--- src/rtl/core/khs_pkg.sv ---
package khs_pkg;

   // hash constants
   localparam logic [31:0] HASH_MUL   = 32'hc6a4a793;
   localparam int          WORD_SHIFT = 16;
   localparam int          TAIL_SHIFT = 24;

   // field widths
   localparam int BYTE_W       = 8;
   localparam int LEN_W        = 16;
   localparam int HASH_W       = 32;
   localparam int SHARD_W      = 16;
   localparam int SHARD_BITS_W = 5;

   // byte counter saturates at the longest key
   localparam int MAX_KEY_BYTES = 65535;
   localparam int COUNT_W       = $clog2(MAX_KEY_BYTES + 1);
   localparam int CMP_W         = (COUNT_W > LEN_W) ? COUNT_W : LEN_W;

   // op queue between front and back
   localparam int QUEUE_DEPTH = 4;
   localparam int QPTR_W      = $clog2(QUEUE_DEPTH);
   localparam int QCNT_W      = $clog2(QUEUE_DEPTH + 1);

   // register map
   typedef logic [0:0] csr_index_type;
   localparam csr_index_type CSR_HASH_SEED  = 1'b0;
   localparam csr_index_type CSR_SHARD_BITS = 1'b1;

   // one unit of work for the back end
   typedef struct packed {
      logic               empty;   // zero-length key, result is the seed
      logic               start;   // seed the running hash from len
      logic [LEN_W-1:0]   len;
      logic               mix;     // add data, multiply, fold
      logic               tail;    // fold with the tail shift
      logic [HASH_W-1:0]  data;
      logic               emit;    // deliver the hash after this op
      logic               err;
   } khs_op_type;

   typedef struct packed {
      logic full;
      logic empty;
   } khs_queue_status_type;

endpackage

--- src/rtl/core/khs_if.sv ---
interface khs_req_if;
   logic        valid;
   logic        ready;
   logic [7:0]  data_byte;
   logic [15:0] key_length;
   logic        last_byte;

   modport source (output valid, data_byte, key_length, last_byte, input ready);
   modport sink   (input valid, data_byte, key_length, last_byte, output ready);
endinterface

interface khs_rsp_if;
   logic        valid;
   logic        ready;
   logic [31:0] hash_value;
   logic [15:0] shard_index;
   logic        length_error;

   modport source (output valid, hash_value, shard_index, length_error, input ready);
   modport sink   (input valid, hash_value, shard_index, length_error, output ready);
endinterface

interface khs_csr_if;
   logic        valid;
   logic        ready;
   logic [0:0]  index;
   logic [31:0] data;

   modport source (output valid, index, data, input ready);
   modport sink   (input valid, index, data, output ready);
endinterface

--- src/rtl/core/khs_queue.sv ---
module khs_queue
   import khs_pkg::*;
(
   input  logic                 clock,
   input  logic                 reset,
   input  logic                 push,
   input  khs_op_type           push_op,
   input  logic                 pop,
   output khs_op_type           pop_op,
   output khs_queue_status_type status
);

   khs_op_type        mem_ff [QUEUE_DEPTH];
   logic [QPTR_W-1:0] wr_ptr_ff, wr_ptr_in;
   logic [QPTR_W-1:0] rd_ptr_ff, rd_ptr_in;
   logic [QCNT_W-1:0] count_ff, count_in;

   assign status.full  = (count_ff == QCNT_W'(QUEUE_DEPTH));
   assign status.empty = (count_ff == '0);
   assign pop_op       = mem_ff[rd_ptr_ff];

   // pointer and count update
   always_comb begin
      wr_ptr_in = wr_ptr_ff;
      rd_ptr_in = rd_ptr_ff;
      count_in  = count_ff;
      if (push) begin
         wr_ptr_in = (wr_ptr_ff == QPTR_W'(QUEUE_DEPTH - 1)) ? '0 : wr_ptr_ff + 1'b1;
      end
      if (pop) begin
         rd_ptr_in = (rd_ptr_ff == QPTR_W'(QUEUE_DEPTH - 1)) ? '0 : rd_ptr_ff + 1'b1;
      end
      if (push && !pop) begin
         count_in = count_ff + 1'b1;
      end else if (pop && !push) begin
         count_in = count_ff - 1'b1;
      end
   end

   always_ff @(posedge clock) begin
      if (reset) begin
         wr_ptr_ff <= '0;
         rd_ptr_ff <= '0;
         count_ff  <= '0;
      end else begin
         wr_ptr_ff <= wr_ptr_in;
         rd_ptr_ff <= rd_ptr_in;
         count_ff  <= count_in;
      end
   end

   // entry storage
   always_ff @(posedge clock) begin
      if (push) begin
         mem_ff[wr_ptr_ff] <= push_op;
      end
   end

   a_no_overflow: assert property (@(posedge clock) disable iff (reset)
      !(push && status.full && !pop))
      else $error("op queue overflow");

   a_no_underflow: assert property (@(posedge clock) disable iff (reset)
      !(pop && status.empty))
      else $error("op queue underflow");

   a_count_bound: assert property (@(posedge clock) disable iff (reset)
      count_ff <= QCNT_W'(QUEUE_DEPTH))
      else $error("op queue count out of range");

endmodule

--- src/rtl/core/khs_front.sv ---
module khs_front
   import khs_pkg::*;
(
   input  logic                 clock,
   input  logic                 reset,
   khs_req_if.sink              req_if,
   input  khs_queue_status_type status,
   output logic                 push,
   output khs_op_type           push_op
);

   logic               key_started_ff, key_started_in;
   logic [LEN_W-1:0]   stated_len_ff, stated_len_in;
   logic [COUNT_W-1:0] seen_ff, seen_in;
   logic               over_ff, over_in;
   logic [1:0]         phase_ff, phase_in;
   logic [23:0]        pend_ff, pend_in;

   logic               accept;
   logic [COUNT_W-1:0] seen_base;
   logic               over_base;
   logic [1:0]         phase_base;
   logic [23:0]        pend_base;

   assign req_if.ready = !status.full;
   assign accept       = req_if.valid && req_if.ready;

   // classify each byte: start, word, tail, end of key
   always_comb begin
      key_started_in = key_started_ff;
      stated_len_in  = stated_len_ff;
      seen_in        = seen_ff;
      over_in        = over_ff;
      phase_in       = phase_ff;
      pend_in        = pend_ff;
      push           = 1'b0;
      push_op        = '0;

      // a new key restarts the byte bookkeeping
      seen_base  = key_started_ff ? seen_ff  : '0;
      over_base  = key_started_ff ? over_ff  : 1'b0;
      phase_base = key_started_ff ? phase_ff : 2'd0;
      pend_base  = key_started_ff ? pend_ff  : 24'd0;

      if (accept) begin
         if (!key_started_ff && (req_if.key_length == '0)) begin
            // zero-length key: one item, byte ignored
            push          = 1'b1;
            push_op.empty = 1'b1;
            push_op.emit  = 1'b1;
         end else begin
            if (!key_started_ff) begin
               push_op.start = 1'b1;
               push_op.len   = req_if.key_length;
               stated_len_in = req_if.key_length;
            end
            key_started_in = 1'b1;

            // saturating byte count
            if (seen_base >= COUNT_W'(MAX_KEY_BYTES)) begin
               over_in = 1'b1;
               seen_in = seen_base;
            end else begin
               over_in = over_base;
               seen_in = seen_base + 1'b1;
            end

            // pack bytes little-endian
            pend_in  = pend_base;
            phase_in = phase_base + 2'd1;
            case (phase_base)
               2'd0: begin
                  pend_in[7:0] = req_if.data_byte;
               end
               2'd1: begin
                  pend_in[15:8] = req_if.data_byte;
               end
               2'd2: begin
                  pend_in[23:16] = req_if.data_byte;
               end
               2'd3: begin
                  push_op.mix  = 1'b1;
                  push_op.data = {req_if.data_byte, pend_base};
                  pend_in      = '0;
               end
               default: begin
                  pend_in = pend_base;
               end
            endcase

            if (req_if.last_byte) begin
               if (phase_in != 2'd0) begin
                  push_op.mix  = 1'b1;
                  push_op.tail = 1'b1;
                  push_op.data = {8'd0, pend_in};
               end
               push_op.emit = 1'b1;
               push_op.err  = over_in ||
                              (CMP_W'(seen_in) != CMP_W'(stated_len_in));
               key_started_in = 1'b0;
               seen_in        = '0;
               over_in        = 1'b0;
               phase_in       = 2'd0;
               pend_in        = '0;
            end

            push = push_op.start || push_op.mix || push_op.emit;
         end
      end
   end

   always_ff @(posedge clock) begin
      if (reset) begin
         key_started_ff <= 1'b0;
         stated_len_ff  <= '0;
         seen_ff        <= '0;
         over_ff        <= 1'b0;
         phase_ff       <= 2'd0;
         pend_ff        <= '0;
      end else begin
         key_started_ff <= key_started_in;
         stated_len_ff  <= stated_len_in;
         seen_ff        <= seen_in;
         over_ff        <= over_in;
         phase_ff       <= phase_in;
         pend_ff        <= pend_in;
      end
   end

endmodule

--- src/rtl/core/khs_back.sv ---
module khs_back
   import khs_pkg::*;
(
   input  logic                    clock,
   input  logic                    reset,
   input  khs_queue_status_type    status,
   output logic                    pop,
   input  khs_op_type              pop_op,
   input  logic [HASH_W-1:0]       hash_seed,
   input  logic [SHARD_BITS_W-1:0] shard_bits,
   khs_rsp_if.source               rsp_if
);

   typedef enum logic [6:0] {
      S_IDLE  = 7'b0000001,
      S_START = 7'b0000010,
      S_SEED  = 7'b0000100,
      S_ADD   = 7'b0001000,
      S_MUL   = 7'b0010000,
      S_FOLD  = 7'b0100000,
      S_EMIT  = 7'b1000000
   } back_state_type;

   back_state_type    state_ff, state_in;
   khs_op_type        op_ff, op_in;
   logic [HASH_W-1:0] hash_ff, hash_in;
   logic [HASH_W-1:0] sum_ff, sum_in;
   logic [HASH_W-1:0] mul_ff, mul_in;
   logic [HASH_W-1:0] mul_a;
   logic [HASH_W-1:0] fold;

   logic               rsp_valid_ff, rsp_valid_in;
   logic [HASH_W-1:0]  rsp_hash_ff, rsp_hash_in;
   logic [SHARD_W-1:0] rsp_shard_ff, rsp_shard_in;
   logic               rsp_err_ff, rsp_err_in;

   logic [SHARD_BITS_W-1:0] shard_sel;
   logic [SHARD_W:0]        shard_mask;
   logic                    out_free;

   // shared multiplier: key length at start, running sum otherwise
   assign mul_a  = (state_ff == S_START) ? HASH_W'(op_ff.len) : sum_ff;
   assign mul_in = mul_a * HASH_MUL;
   assign fold   = op_ff.tail ? (mul_ff ^ (mul_ff >> TAIL_SHIFT))
                              : (mul_ff ^ (mul_ff >> WORD_SHIFT));

   // shard mask, clamped at the index width
   assign shard_sel  = (shard_bits > SHARD_BITS_W'(SHARD_W)) ?
                       SHARD_BITS_W'(SHARD_W) : shard_bits;
   assign shard_mask = ((SHARD_W+1)'(1) << shard_sel) - (SHARD_W+1)'(1);

   assign out_free = !rsp_valid_ff || rsp_if.ready;

   // op sequencer
   always_comb begin
      state_in     = state_ff;
      op_in        = op_ff;
      hash_in      = hash_ff;
      sum_in       = sum_ff;
      pop          = 1'b0;
      rsp_valid_in = rsp_valid_ff && !rsp_if.ready;
      rsp_hash_in  = rsp_hash_ff;
      rsp_shard_in = rsp_shard_ff;
      rsp_err_in   = rsp_err_ff;

      case (state_ff)
         S_IDLE: begin
            if (!status.empty) begin
               pop   = 1'b1;
               op_in = pop_op;
               if (pop_op.empty) begin
                  hash_in  = hash_seed;
                  state_in = S_EMIT;
               end else if (pop_op.start) begin
                  state_in = S_START;
               end else if (pop_op.mix) begin
                  state_in = S_ADD;
               end else if (pop_op.emit) begin
                  state_in = S_EMIT;
               end
            end
         end
         S_START: begin
            state_in = S_SEED;
         end
         S_SEED: begin
            hash_in = hash_seed ^ mul_ff;
            if (op_ff.mix) begin
               state_in = S_ADD;
            end else if (op_ff.emit) begin
               state_in = S_EMIT;
            end else begin
               state_in = S_IDLE;
            end
         end
         S_ADD: begin
            sum_in   = hash_ff + op_ff.data;
            state_in = S_MUL;
         end
         S_MUL: begin
            state_in = S_FOLD;
         end
         S_FOLD: begin
            hash_in  = fold;
            state_in = op_ff.emit ? S_EMIT : S_IDLE;
         end
         S_EMIT: begin
            if (out_free) begin
               rsp_valid_in = 1'b1;
               rsp_hash_in  = hash_ff;
               rsp_shard_in = hash_ff[SHARD_W-1:0] & shard_mask[SHARD_W-1:0];
               rsp_err_in   = op_ff.err;
               state_in     = S_IDLE;
            end
         end
         default: begin
            state_in = S_IDLE;
         end
      endcase
   end

   always_ff @(posedge clock) begin
      if (reset) begin
         state_ff     <= S_IDLE;
         rsp_valid_ff <= 1'b0;
      end else begin
         state_ff     <= state_in;
         rsp_valid_ff <= rsp_valid_in;
      end
   end

   always_ff @(posedge clock) begin
      op_ff        <= op_in;
      hash_ff      <= hash_in;
      sum_ff       <= sum_in;
      mul_ff       <= mul_in;
      rsp_hash_ff  <= rsp_hash_in;
      rsp_shard_ff <= rsp_shard_in;
      rsp_err_ff   <= rsp_err_in;
   end

   assign rsp_if.valid        = rsp_valid_ff;
   assign rsp_if.hash_value   = rsp_hash_ff;
   assign rsp_if.shard_index  = rsp_shard_ff;
   assign rsp_if.length_error = rsp_err_ff;

endmodule

--- src/rtl/core/key_hash_shard_select.sv ---
// Streaming key hash with shard selection. Keys arrive one byte per item on
// req_if with the stated key length and a last-byte mark; each finished key
// yields one item on rsp_if with the 32-bit hash, its low shard_bits bits
// (clamped to 16) and a length error flag. The front end takes a byte every
// cycle while its four-entry op queue has room. The back end owns the single
// 32x32 multiplier: it pops an op while idle, then adds, multiplies and folds
// in the ADD, MUL and FOLD states; seeding a new key passes through the START
// and SEED states, and the EMIT state moves a result into the output register.
// Long keys sustain one byte per cycle while no result is held up by a stalled
// rsp_if. Queued ops and a stalled rsp_if delay a result. The output register
// holds a finished result while rsp_if stalls, and the back end keeps working
// until its next result is due. csr_if is always ready; index 0 writes
// hash_seed, index 1 writes shard_bits (reset 5); write only while idle.
module key_hash_shard_select
   import khs_pkg::*;
(
   input  logic       clock,
   input  logic       reset,
   khs_req_if.sink    req_if,
   khs_rsp_if.source  rsp_if,
   khs_csr_if.sink    csr_if
);

   logic [HASH_W-1:0]       hash_seed_ff, hash_seed_in;
   logic [SHARD_BITS_W-1:0] shard_bits_ff, shard_bits_in;

   khs_queue_status_type status;
   logic                 push, pop;
   khs_op_type           push_op, pop_op;

   // configuration registers
   assign csr_if.ready = 1'b1;

   always_comb begin
      hash_seed_in  = hash_seed_ff;
      shard_bits_in = shard_bits_ff;
      if (csr_if.valid && csr_if.ready) begin
         case (csr_if.index)
            CSR_HASH_SEED: begin
               hash_seed_in = csr_if.data;
            end
            CSR_SHARD_BITS: begin
               shard_bits_in = csr_if.data[SHARD_BITS_W-1:0];
            end
            default: begin
               hash_seed_in = hash_seed_ff;
            end
         endcase
      end
   end

   always_ff @(posedge clock) begin
      if (reset) begin
         hash_seed_ff  <= '0;
         shard_bits_ff <= SHARD_BITS_W'(5);
      end else begin
         hash_seed_ff  <= hash_seed_in;
         shard_bits_ff <= shard_bits_in;
      end
   end

   khs_front u_front (
      .clock   (clock),
      .reset   (reset),
      .req_if  (req_if),
      .status  (status),
      .push    (push),
      .push_op (push_op)
   );

   khs_queue u_queue (
      .clock   (clock),
      .reset   (reset),
      .push    (push),
      .push_op (push_op),
      .pop     (pop),
      .pop_op  (pop_op),
      .status  (status)
   );

   khs_back u_back (
      .clock      (clock),
      .reset      (reset),
      .status     (status),
      .pop        (pop),
      .pop_op     (pop_op),
      .hash_seed  (hash_seed_ff),
      .shard_bits (shard_bits_ff),
      .rsp_if     (rsp_if)
   );

endmodule
--- src/flat_wrapper.sv ---
// flat-port wrapper written by rule: the top's interface ports become plain ports
module key_hash_shard_select_flat import khs_pkg::*;
  (clock, reset, req_if_valid, req_if_data_byte, req_if_key_length, req_if_last_byte, req_if_ready, rsp_if_valid, rsp_if_hash_value, rsp_if_shard_index, rsp_if_length_error, rsp_if_ready, csr_if_valid, csr_if_index, csr_if_data, csr_if_ready);
  khs_req_if req_if_i ();
  khs_rsp_if rsp_if_i ();
  khs_csr_if csr_if_i ();
  input  logic clock;
  input  logic reset;
  input wire logic [$bits(req_if_i.valid)-1:0] req_if_valid;
  input wire logic [$bits(req_if_i.data_byte)-1:0] req_if_data_byte;
  input wire logic [$bits(req_if_i.key_length)-1:0] req_if_key_length;
  input wire logic [$bits(req_if_i.last_byte)-1:0] req_if_last_byte;
  output wire logic [$bits(req_if_i.ready)-1:0] req_if_ready;
  output wire logic [$bits(rsp_if_i.valid)-1:0] rsp_if_valid;
  output wire logic [$bits(rsp_if_i.hash_value)-1:0] rsp_if_hash_value;
  output wire logic [$bits(rsp_if_i.shard_index)-1:0] rsp_if_shard_index;
  output wire logic [$bits(rsp_if_i.length_error)-1:0] rsp_if_length_error;
  input wire logic [$bits(rsp_if_i.ready)-1:0] rsp_if_ready;
  input wire logic [$bits(csr_if_i.valid)-1:0] csr_if_valid;
  input wire logic [$bits(csr_if_i.index)-1:0] csr_if_index;
  input wire logic [$bits(csr_if_i.data)-1:0] csr_if_data;
  output wire logic [$bits(csr_if_i.ready)-1:0] csr_if_ready;
  assign req_if_i.valid = req_if_valid;
  assign req_if_i.data_byte = req_if_data_byte;
  assign req_if_i.key_length = req_if_key_length;
  assign req_if_i.last_byte = req_if_last_byte;
  assign req_if_ready = req_if_i.ready;
  assign rsp_if_valid = rsp_if_i.valid;
  assign rsp_if_hash_value = rsp_if_i.hash_value;
  assign rsp_if_shard_index = rsp_if_i.shard_index;
  assign rsp_if_length_error = rsp_if_i.length_error;
  assign rsp_if_i.ready = rsp_if_ready;
  assign csr_if_i.valid = csr_if_valid;
  assign csr_if_i.index = csr_if_index;
  assign csr_if_i.data = csr_if_data;
  assign csr_if_ready = csr_if_i.ready;
  key_hash_shard_select u_core (.clock(clock), .reset(reset), .req_if(req_if_i), .rsp_if(rsp_if_i), .csr_if(csr_if_i));
endmodule
--- config.mk ---
export PLATFORM = sky130hd
export DESIGN_NAME = key_hash_shard_select_flat
export DESIGN_NICKNAME = d
export VERILOG_FILES = /design/src/rtl/core/khs_pkg.sv /design/src/rtl/core/khs_if.sv /design/src/rtl/core/khs_queue.sv /design/src/rtl/core/khs_front.sv /design/src/rtl/core/khs_back.sv /design/src/rtl/core/key_hash_shard_select.sv /design/src/flat_wrapper.sv
export SDC_FILE = /design/constraint.sdc
export NUM_CORES = 1
export LEC_CHECK = 0
export BUFFER_PORTS_ARGS = -buffer_cell sky130_fd_sc_hd__buf_2
export CAP_MARGIN = 40
export CORE_UTILIZATION = 25
export CTS_BUF_LIST = sky130_fd_sc_hd__clkbuf_16
export DETAILED_ROUTE_END_ITERATION = 10
export GPL_TIMING_DRIVEN = 0
export HOLD_SLACK_MARGIN = 0.1
export PLACE_DENSITY = 0.45
export SLEW_MARGIN = 10
export SYNTH_ARGS = -nofsm -noshare
export SYNTH_HDL_FRONTEND = slang
export SYNTH_SLANG_ARGS = --single-unit
--- constraint.sdc ---
create_clock -name clock -period 16.3 [get_ports clock]
set_input_delay 2.445 -clock clock [delete_from_list [all_inputs] [get_ports clock]]
set_output_delay 2.445 -clock clock [all_outputs]
set_load 0.02 [all_outputs]
==> run summary, run 1 <==
Outcome: completed
Nets@finish: 3434
CTS root buffer: clkbuf_16
Cell taking the most area after synthesis: edfxtp_1
Post-synth EDFFs: 381
Core area: 124000 µm²
# H-tree levels: 2
# clock sinks: 527
Final WL: 93100 µm
Top cells by area, synth: edfxtp_1, ha_1, fa_1
FMAX: 116 MHz
RSZ-0062 raised after global routing: false
Post-Synth XOR/XNOR Area: 3.61%
Largest family of logic cells by synthesized area: adder cells
DR iter-0 viols: 1456
Post-Synth Simple-Gate Area: 9.44%
Critical path type: reg -> reg
DIE HEIGHT: 357 µm
Placed Area: 34500 µm²
CP most frequent cell: fa_1
Synth async-reset ratio: 0%
Initial antenna violation count: 6
Worst slew margin: 37.4%
# fillers: 13000
Total grt overflow: 0
Crit end category: flop
Yosys cell types: 89
Initial Util: 25.3%
Post-route ant nets: 0
Number of global-route vias before repair: 21200
GRT Total Usage: 14.6%
First-pass GRT wire length: 138000 µm
Largest net degree at the start of global routing: 38
Syn nets: 3239
Synthesized area per cell: 11.6 µm²
Clock Pin Slew Worst Setup and Hold Paths: 0.06 ns
Final setup vio count: 0
Worst-Margin Slew: 0.929 ns
Cts repair resizes: 0
Wire length per cell: 20.2 µm
Critical Path Start Type: flop
Slew Limit Fails: 0
Fin Setup TNS: 0 ns
Seq cells post-synth: 527
CP Max Fanout: 10
Die area: 128000 µm²
CP arrival: 9.19 ns
Setup Skew: 0.0291 ns
Proportion of layout cells with a drive suffix above 1: 11.2%
Top-area cell type share of the netlist area: 36.3%
Mux share of post-synthesis cell area: 4.79%
Yosys warns: 0
Worst Hold Path EP: u_core.u_back.rsp_if.length_error
Hold WC Path Type: reg -> reg
TritonCTS clock tree: built
DR pass1 iterations: 5
Die X: 357 µm
Final hold viol count: 0
Max Buffers Root-to-Sink: 3
IO Port Bufs: 111
Post-CTS setup buffer count: 0
Flop2flop setup slack: 7.65 ns
Via/cell ratio: 4.49
Total vias in the final route: 20700
Placement Rows: 129
Remaining DRCs: 0
Design area: 36300 µm²
Most frequent cells in the layout: inv_1, edfxtp_1, ha_1, nand2_1, fa_1
Synth Area in Compound Gates: 9.13%
Critical path required time: 16.84 ns
HPWL after DPL: 73600 µm
Clk_lat worst skew: 0.63 ns
Max Cap Viol: 0
R2r endpoint: u_core.u_back.mul_ff[31]
Clock buffer count from CTS: 53
CP max stage cell: o21ai_0
Final Util: 29.2%
Num ports: 115
Most common cell after layout, fill and taps aside: inv_1
R2R cell count: 27
Hold Crit Start: u_core.u_back.op_ff[0]
P&R area growth vs syn: 15.1%
Dominant synthesized flop cell: edfxtp_1
Max incr delay on CP: 0.74 ns
Post-CTS Hold Fix Bufs: 0
Register area share after synthesis: 45.6%
Worst Hold Depth: 0
Netlist Area Pre-Place: 31500 µm²
FF-to-FF Start: u_core.u_back.state_ff[2]
Post-synthesis adder-cell area fraction: 21.6%
Syn Inst Count: 2729
Tmin final: 8.65 ns
GP Congestion: 0.862
Ant diodes: 0
Fin crit share: 53.1%
-- sequential cells by signal, indices dropped and copies added, names as in the netlist, 2 cells and up, named ones only --
name	count
u_core.u_back.hash_ff	32
u_core.u_queue.mem_ff	216
u_core.shard_bits_ff	5
u_core.u_front.stated_len_ff	16
u_core.u_queue.wr_ptr_ff	2
u_core.u_back.op_ff	52
u_core.u_front.seen_ff	16
u_core.u_back.state_ff	7
u_core.u_back.mul_ff	32
u_core.u_queue.rd_ptr_ff	2
u_core.u_back.rsp_if.hash_value	32
u_core.u_front.pend_ff	24
u_core.u_front.phase_ff	2
u_core.u_back.rsp_if.shard_index	16
u_core.u_queue.count_ff	3
u_core.hash_seed_ff	32
u_core.u_back.sum_ff	32
-- critical path, delay by kind of cell (launching register included) --
| family | cells | cell delay, ns |
|---|---|---|
| DFF | 1 | 0.29 |
| buffers and inverters | 5 | 0.70 |
| AOI/OAI and AO/OA | 5 | 1.72 |
| and+or+nand+nor | 5 | 1.10 |
| muxes | 1 | 0.69 |
| adders and majority gates | 9 | 3.50 |
| xor gates and xnor gates | 2 | 0.56 |
-- stage by stage --
| stage | setup slack [ns] | instances | hold slack, ns |
|---|---|---|---|
| 5_1_grt | 7.28 | 4602 | 0.478 |
| 2_1_floorplan | 8.92 | 2729 | 0.400 |
| 6_report | 7.65 | 4602 | 0.447 |
| 4_1_cts | 7.30 | 4601 | 0.469 |
| 3_5_place_dp | 7.31 | 4505 | 0.437 |
| 3_3_place_gp | 7.25 | 4477 | 0.420 |
-- worst max path at each step --
stage,startpoint,end,slack [ns],depth (start not counted)
finish,u_core.u_back.state_ff[2],u_core.u_back.mul_ff[31],7.65,27
global route,u_core.u_back.state_ff[2],u_core.u_back.mul_ff[31],7.28,27
CTS,u_core.u_back.state_ff[2],u_core.u_back.mul_ff[31],7.30,29
detailed placement,u_core.u_back.state_ff[2],u_core.u_back.mul_ff[31],7.31,29
global placement,u_core.u_back.state_ff[2],u_core.u_back.mul_ff[31],7.25,28
floorplan,u_core.u_back.state_ff[2],u_core.u_back.mul_ff[30],8.92,31
-- per-layer routing --
layer  GRT usage, %  vias up  part of all wire (%)
li1               -     9935                     -
met4           3.27        0                   1.9
met1           20.7    10200                    48
met3           1.96       85                   4.3
met5              0        -                     0
met2           23.4      414                    46
-- cell usage after synthesis, types with 6 or more instances --
| library cell | count |
|---|---|
| a31oi_1 | 20 |
| o21ai_0 | 90 |
| inv_1 | 382 |
| nor3_1 | 23 |
| fa_1 | 164 |
| buf_1 | 13 |
| nor2b_1 | 25 |
| and2_1 | 39 |
| buf_2 | 8 |
| a32o_1 | 7 |
| nor4_1 | 11 |
| a21oi_1 | 149 |
| mux4_2 | 54 |
| a22oi_1 | 32 |
| xor2_1 | 40 |
| a21o_1 | 28 |
| nand2b_1 | 21 |
| a21boi_0 | 6 |
| and3_1 | 19 |
| nand3_1 | 34 |
| o21a_1 | 15 |
| a22o_1 | 8 |
| a32oi_1 | 8 |
| nor2_1 | 156 |
| a211oi_1 | 6 |
| or2_2 | 17 |
| dfxtp_1 | 146 |
| mux2_2 | 9 |
| o21bai_1 | 6 |
| o211ai_1 | 12 |
| xnor2_1 | 90 |
| ha_1 | 283 |
| mux2i_1 | 17 |
| nand4_1 | 18 |
| o22ai_1 | 17 |
| edfxtp_1 | 381 |
| or3_1 | 9 |
| nand3b_1 | 6 |
| a311oi_1 | 17 |
| nand2_1 | 199 |
| clkbuf_1 | 67 |
| and4_1 | 6 |
-- area by class of cell --
cell class              count  area [µm²]  share of cell area (%)
multi-input cells        1724       15300                    42.3
flip-flops and latches    527       14400                    39.6
well taps                1637        2050                    5.65
inverters                 384        1440                    3.97
clock buffers              53        1330                    3.66
repair buffers            140         963                    2.66
clock inverters            43         399                    1.10
plain buffers              94         389                    1.07
-- cell families after synthesis --
| logic type | Yosys count |
|---|---|
| and+or+nand+nor | 612 |
| muxes | 81 |
| adders and majority gates | 447 |
| buffers and inverters | 478 |
| xor gates and xnor gates | 130 |
| AOI/OAI and AO/OA | 453 |
| DFF | 527 |
| other | 1 |
Power of run 1 is left out: the tool's default activity adds up to more than one toggle a clock period on the data nets, which glitch-free logic cannot reach.
==> run 2, diff against run 1 <==
==> constraint.sdc (replaced) <==
create_clock -name clock -period 9 [get_ports clock]
set_input_delay 1.35 -clock clock [delete_from_list [all_inputs] [get_ports clock]]
set_output_delay 1.35 -clock clock [all_outputs]
set_load 0.02 [all_outputs]
==> run 2 against run 1 <==
  * Critical path depth up 2
  * Worst setup slack worse by 7.1 ns
  * Critical path type unchanged
  * Wire length about the same
  * Fmax up 1.9%
  * Highest routed layer unchanged
==> run summary, run 2 (same netlist as run 1, synthesis figures left out) <==
Outcome: completed
Remaining DRCs: 0
# H-tree levels: 2
Post-CTS Hold Fix Bufs: 0
Crit end category: flop
FF-to-FF Start: u_core.u_back.state_ff[2]
CP Buf/Inv Count: 7
Hold WC Path Type: reg -> reg
CP max stage cell: mux2i_2
DIE HEIGHT: 357 µm
Max incr delay on CP: 0.53 ns
Initial Util: 25.3%
Critical Path Start Type: flop
Final Util: 29.2%
Largest register FFs: 216
Total grt overflow: 0
Max Cap Viol: 0
Proportion of layout cells with a drive suffix above 1: 11.2%
Initial antenna violation count: 6
Core area: 124000 µm²
Max Buffers Root-to-Sink: 3
Nets@finish: 3433
IO Port Bufs: 111
CP arrival: 9.02 ns
Clock buffer count from CTS: 53
Worst slew margin: 37.5%
Post-Place Setup Slack: 0.0104 ns
Most common cell after layout, fill and taps aside: inv_1
Worst-Margin Slew: 0.930 ns
HPWL after DPL: 73600 µm
Critical path type: reg -> reg
Post-route setup slack: 0.514 ns
Via/cell ratio: 4.50
Die X: 357 µm
Final hold slack: 0.447 ns
Placement Rows: 129
Num ports: 115
Number of global-route vias before repair: 21200
Fin Setup TNS: 0 ns
Largest net degree at the start of global routing: 38
Clock Pin Slew Worst Setup and Hold Paths: 0.06 ns
Final WL: 93200 µm
Largest registers: u_core.u_queue.mem_ff x216, u_core.u_back.op_ff x52
Slew Limit Fails: 0
Die area: 128000 µm²
GP Congestion: 0.862
GRT Total Usage: 14.6%
P&R area growth vs syn: 15.1%
Post-route ant nets: 0
Total vias in the final route: 20700
# fillers: 13000
RSZ-0062 raised after global routing: false
Critical path required time: 9.54 ns
Most frequent cells in the layout: inv_1, edfxtp_1, ha_1, nand2_1, fa_1
Worst Setup SP: u_core.u_back.state_ff[2]
Delay-heaviest family, CP: adder cells
Hold Crit Start: u_core.u_back.op_ff[0]
First-pass GRT wire length: 138000 µm
Wire length per cell: 20.2 µm
# clock sinks: 527
Fin crit share: 94.3%
Post-CTS setup buffer count: 0
Most flops, register: u_core.u_queue.mem_ff
TritonCTS clock tree: built
DR iter-0 viols: 1456
DR pass1 iterations: 5
Tmin final: 8.49 ns
Final hold viol count: 0
CP Max Fanout: 9
Clk_lat worst skew: 0.63 ns
Setup Skew: 0.0311 ns
FMAX: 118 MHz
CTS root buffer: clkbuf_16
Ant diodes: 0
Final setup vio count: 0
-- run 2: layout make-up --
cell class / count / area [µm²] / share of cell area [%]
Clock buffer: 53 / 1330 / 3.66
Multi-Input combinational cell: 1724 / 15400 / 42.3
Tap cell: 1637 / 2050 / 5.65
Timing Repair Buffer: 139 / 956 / 2.64
Inverter: 384 / 1440 / 3.97
Sequential cell: 527 / 14400 / 39.6
Buffer: 94 / 389 / 1.07
Clock inverter: 43 / 399 / 1.10
-- run 2: metal layers --
| metal | track usage, % | part of all wire, % |
|---|---|---|
| met4 | 3.27 | 1.9 |
| met2 | 23.4 | 46 |
| met5 | 0 | 0 |
| met1 | 20.7 | 48 |
| met3 | 1.96 | 4.1 |
-- run 2: stage by stage --
step           cells  cell area [µm²]
4_1_cts         4601            36300
6_report        4601            36300
2_1_floorplan   2729            31500
3_5_place_dp    4505            34500
5_1_grt         4601            36300
3_3_place_gp    4477            34100
-- run 2: what timing repair did --
action,4_1_cts,5_1_grt
hold endpoints to repair,0,0
pin swaps,0,0
gates resized for setup,1,1
endpoints found under the setup margin,1,2
-- run 2: worst paths after layout --
kind / to / slack, ns / cells past startpoint
worst max-delay path: u_core.u_back.mul_ff[31] / 0.51 / 29
worst min-delay path: u_core.u_back.rsp_if.length_error / 0.45 / 0
worst max register to register: u_core.u_back.mul_ff[31] / 0.51 / 29
worst min register to register: u_core.u_back.rsp_if.length_error / 0.45 / 0
Power of run 2 is left out for the same reason.
